==> src/hw/rtl/p1305_mac_unit.sv <==
// Shared multiply-accumulate unit: one limb product per cycle into a column sum.
`default_nettype none
module p1305_mac_unit (
    input  wire logic        aclk,
    input  wire logic        clr,
    input  wire logic        en,
    input  wire logic [27:0] a,
    input  wire logic [28:0] b,
    output logic      [63:0] sum
);
    logic [56:0] prod_reg;
    logic        vld_reg;
    logic [63:0] sum_reg;

    always_ff @(posedge aclk) begin
        prod_reg <= a * b;
        vld_reg  <= en;
        if (clr) begin
            sum_reg <= '0;
        end else if (vld_reg) begin
            sum_reg <= sum_reg + {7'd0, prod_reg};
        end
    end

    assign sum = sum_reg;
endmodule : p1305_mac_unit
`default_nettype wire

==> config.mk <==
export PLATFORM = sky130hd
export DESIGN_NAME = p1305_mac_unit
export DESIGN_NICKNAME = d
export VERILOG_FILES = /design/src/hw/rtl/p1305_mac_unit.sv
export SDC_FILE = /design/constraint.sdc
export NUM_CORES = 2
export LEC_CHECK = 0
export BUFFER_PORTS_ARGS = -buffer_cell sky130_fd_sc_hd__buf_2
export CAP_MARGIN = 20
export CORE_ASPECT_RATIO = 0.9
export CORE_UTILIZATION = 65
export DETAILED_ROUTE_END_ITERATION = 7
export GPL_ROUTABILITY_DRIVEN = 0
export PLACE_DENSITY_LB_ADDON = 0.05
export SLEW_MARGIN = 5
export SYNTH_ARGS = -nofsm -noshare
export SYNTH_HDL_FRONTEND = slang
export SYNTH_SLANG_ARGS = --single-unit
export TNS_END_PERCENT = 30
==> constraint.sdc <==
create_clock -name aclk -period 16.03 [get_ports aclk]
set_input_delay 0.8015 -clock aclk [delete_from_list [all_inputs] [get_ports aclk]]
set_output_delay 0.8015 -clock aclk [all_outputs]
set_load 0.1 [all_outputs]
==> results.md <==
- The flow ran to the end, and the final reports show no timing, DRC or antenna violations.
- The most used flip-flop cell after synthesis is sky130_fd_sc_hd__dfxtp_1.
- The top cell family by delay on the critical path is adder cells.
- The overall track demand over capacity in global routing is 35.46%.
- The synthesized design contains 122 register bits.
- Subtracting the final worst setup slack from the clock period gives 7.859 ns.
- The floorplan has 78 rows.
- The element type at the critical path end is a flop.
- Buffers placed on the I/O ports in this run total 123.
- After clock tree synthesis, the clock-pin slew on the worst setup and hold paths is 0.06 ns.
- The initial utilization of the core area, before any placement, comes to 66.32%.
- 124 I/O pins were placed.
- The number of DRC violations after detailed-routing iteration 0 is 1928.
- The number of levels in the clock H-tree is 4.
- Dividing the synthesized area by the synthesized cell count gives 8.660 um2.
- For this block, the via count after detailed routing is 26430.
- TritonCTS built the clock tree.
- Traced cell by cell, the critical path runs through buf_2 -> and2_1 -> fa_1 -> fa_1 -> fa_1 -> inv_1 -> fa_1 -> inv_1 -> fa_1 -> fa_1 -> inv_1 -> fa_1 -> inv_1 -> ha_1 -> nand4_1 -> nor2_1 -> nand4_1 -> o22ai_1 -> nor2_1 -> a41o_1 -> o41ai_2 -> o221ai_1 -> xnor2_1.
- After detailed routing, the average wire length per cell comes to 19.98 um.
- The top achievable clock speed is 127.2 MHz.
- For the worst setup path, the data required time is 16.36 ns.
- Setup total negative slack on the finished layout was measured at 0 ns.
- For the pin with the worst max-slew slack, the measured transition is 0.8855 ns.
- The ratio of final minimum period to clock period is 49.03%.
- The die covers 52800 um2.
- For this run, the number of Yosys warnings is 0.
- The number of hold violations in the final report is 0.
- The total overflow left after global routing is 0.
- The clock reaches the later pin of the worst-skew pair after 0.44 ns.
- The synthesized netlist net count is 4923.
- In this run the deepest clock path goes through 2 buffers.
- STA classifies the critical path startpoint as an input port.
- The final antenna-violating net count is 0.
- Setup repair after global routing left no endpoint under its margin.
- The tree is rooted in a sky130_fd_sc_hd__clkbuf_16.
- The synthesized netlist contains 82 unique library cells.
- The min-delay analysis places its worst path in the category in -> reg.
- The first-pass iteration count of the detailed router is 5.
- The worst slew margin relative to its limit is 40.96%.
- Of the cells placed in the final design, the portion with a size suffix greater than 1 is 4.778%.
- The total core area is 50850 um2.
- In the routed layout, each cell is associated on average with a via count of 5.858.
- The worst path arrival time is 8.19 ns.
- Of all nets on the critical path, the largest fanout is 28.
- The placed wire-length estimate after detailed placement is 68990 um.
- On the final layout, the worst clock skew is 0.009798 ns.
- The post-synthesis cell area is 33720 um2.
- After detailed routing, the number of remaining DRC violations is 0.
- The number of instances in the synthesized netlist is 3894.
- The total setup violations reported at the end of the flow is 0.
- The async set or reset register ratio after synthesis is 0%.
- Max-cap violations in this run came to 0.
- After synthesis, flip-flops and latches occupy 7.243% of the total area.
- The routed design has 90140 um of wire.
- The net count of the finished layout is 4846.
- In the layout the commonest cells are 835 x sky130_fd_sc_hd__inv_1, 701 x sky130_fd_sc_hd__fa_1, 485 x sky130_fd_sc_hd__nand2_1, 442 x sky130_fd_sc_hd__and2_1, 268 x sky130_fd_sc_hd__ha_1.
- The library cell used most frequently in the layout, excluding fill and tap cells, is sky130_fd_sc_hd__inv_1.
- The count of buffering cells on the critical path with inverters included is 5.
- The synthesis-to-layout area growth is 3.807%.
- The width of the die is 242.1 um.
- The number of global-route vias before repair is 27920.
- Once the clock tree was built, the setup fixing pass inserted 0 buffers.
- The total of hold buffers inserted after clock tree synthesis is 0.
- The tree built by TritonCTS fans out to 122 sinks.
- The dominant cell type by count on the critical path is sky130_fd_sc_hd__fa_1.
- The initial antenna violation count is 3.
- The maximum number of pins on one net before global-route repair is 76.
- The number of gates resized after CTS was 0.
- The wire length of the first global-routing pass is 145600 um.
- The count of flip-flops with a built-in enable after synthesis is 0.
- On the worst path, the slowest cell contributes a delay of 0.59 ns.
- The number of max-slew violations in the final report is 0.
- The filler cells instantiated in the layout total 4160.
- The number of clock buffers inserted by TritonCTS is 17.
- The critical path start-end classification is in -> reg.
- On the critical path, the stage with the largest delay is an instance of sky130_fd_sc_hd__fa_1.
- In this run the vertical extent of the chip is 218.1 um.
- The register with the most flip-flops in the layout has 64 of them.
## synth_stat cells, types with 11 or more instances
library cell	n	share of area, %
sky130_fd_sc_hd__mux2i_1	30	0.89
sky130_fd_sc_hd__and2_1	442	8.2
sky130_fd_sc_hd__a21o_1	67	1.5
sky130_fd_sc_hd__o21ai_0	60	0.89
sky130_fd_sc_hd__dfxtp_1	122	7.2
sky130_fd_sc_hd__a31oi_1	17	0.32
sky130_fd_sc_hd__nor2_1	107	1.2
sky130_fd_sc_hd__fa_1	701	42
sky130_fd_sc_hd__o21bai_1	23	0.51
sky130_fd_sc_hd__o21a_1	13	0.29
sky130_fd_sc_hd__nand4_1	25	0.46
sky130_fd_sc_hd__nor3_1	25	0.37
sky130_fd_sc_hd__nand3_1	26	0.39
sky130_fd_sc_hd__a21oi_1	141	2.1
sky130_fd_sc_hd__and3_1	13	0.24
sky130_fd_sc_hd__ha_1	268	9.9
sky130_fd_sc_hd__clkbuf_1	204	2.3
sky130_fd_sc_hd__o31ai_1	11	0.24
sky130_fd_sc_hd__o21ai_1	11	0.16
sky130_fd_sc_hd__nand2_1	485	5.4
sky130_fd_sc_hd__xor2_1	37	0.96
sky130_fd_sc_hd__inv_1	835	9.3
sky130_fd_sc_hd__buf_2	14	0.21
sky130_fd_sc_hd__a211oi_1	18	0.40
sky130_fd_sc_hd__xnor2_1	55	1.4
## cell type report
class	count	area (um2)	area share (%)
multi-input combinational	2711	27280	77.93
inverter	838	3146	8.986
sequential	122	2444	6.981
tap	680	850.8	2.431
timing repair buffer	127	645.6	1.844
clock buffer	17	425.4	1.215
clock inverter	15	210.2	0.6005
antenna	2	5.005	0.01430
## through the flow
step | instances | cell area [um2] | util, % | setup WS [ns] | hold WS, ns
2_1_floorplan | 3894 | 33720 | - | 8.796 | 0.5360
5_1_grt | 4510 | 35000 | 68.83 | 7.816 | 0.4567
6_report | 4512 | 35000 | 68.84 | 8.171 | 0.4681
3_5_place_dp | 4478 | 34360 | 67.58 | 7.885 | 0.4809
3_3_place_gp | 4478 | 34360 | 67.58 | 7.998 | 0.4690
4_1_cts | 4510 | 35000 | 68.83 | 8.348 | 0.4541
## worst reg2reg max path: cells and delay by family, from the launching register on
kind                       cells  cell delay [ns]
muxes                          1             0.30
adders and majority gates      2             0.62
AOI/OAI and AO/OA              7             2.15
buffers and inverters          1             0.06
DFF                            1             0.38
and+or+nand+nor                1             0.18
## worst paths after layout
kind	start	end	slack (ns)	cells after the start
setup / recovery	b[18]	prod_reg[55]	8.17	23
hold / removal	en	vld_reg	0.47	1
setup reg to reg	sum[0]	sum[44]	12.23	12
hold reg to reg	sum[53]	sum[53]	0.50	2
## per-layer routing
metal / wire, um / track usage (%) / vias to the layer above
li1: - / - / 11610
met1: 34810 / 46.40 / 13270
met2: 43110 / 58.36 / 1295
met3: 8481 / 6.608 / 251
met4: 3721 / 14.66 / 2
met5: 11 / 0 / -
## cells by family (layout without fill, tap and decap cells)
group	Yosys count	count (layout)	share of synthesized area, %
AND/OR/NAND/NOR	1179	1179	17.49
other	0	2	0
XOR/XNOR	92	92	2.390
adder cells (fa/ha/maj)	969	969	51.56
multiplexers	35	35	1.057
AO/OA/AOI/OAI	436	436	8.400
flip-flops	122	122	7.243
buffers and inverters	1061	997	11.86
Power is not shown: default switching activity piles up to over one toggle a cycle in this logic, so the estimate is an artifact.
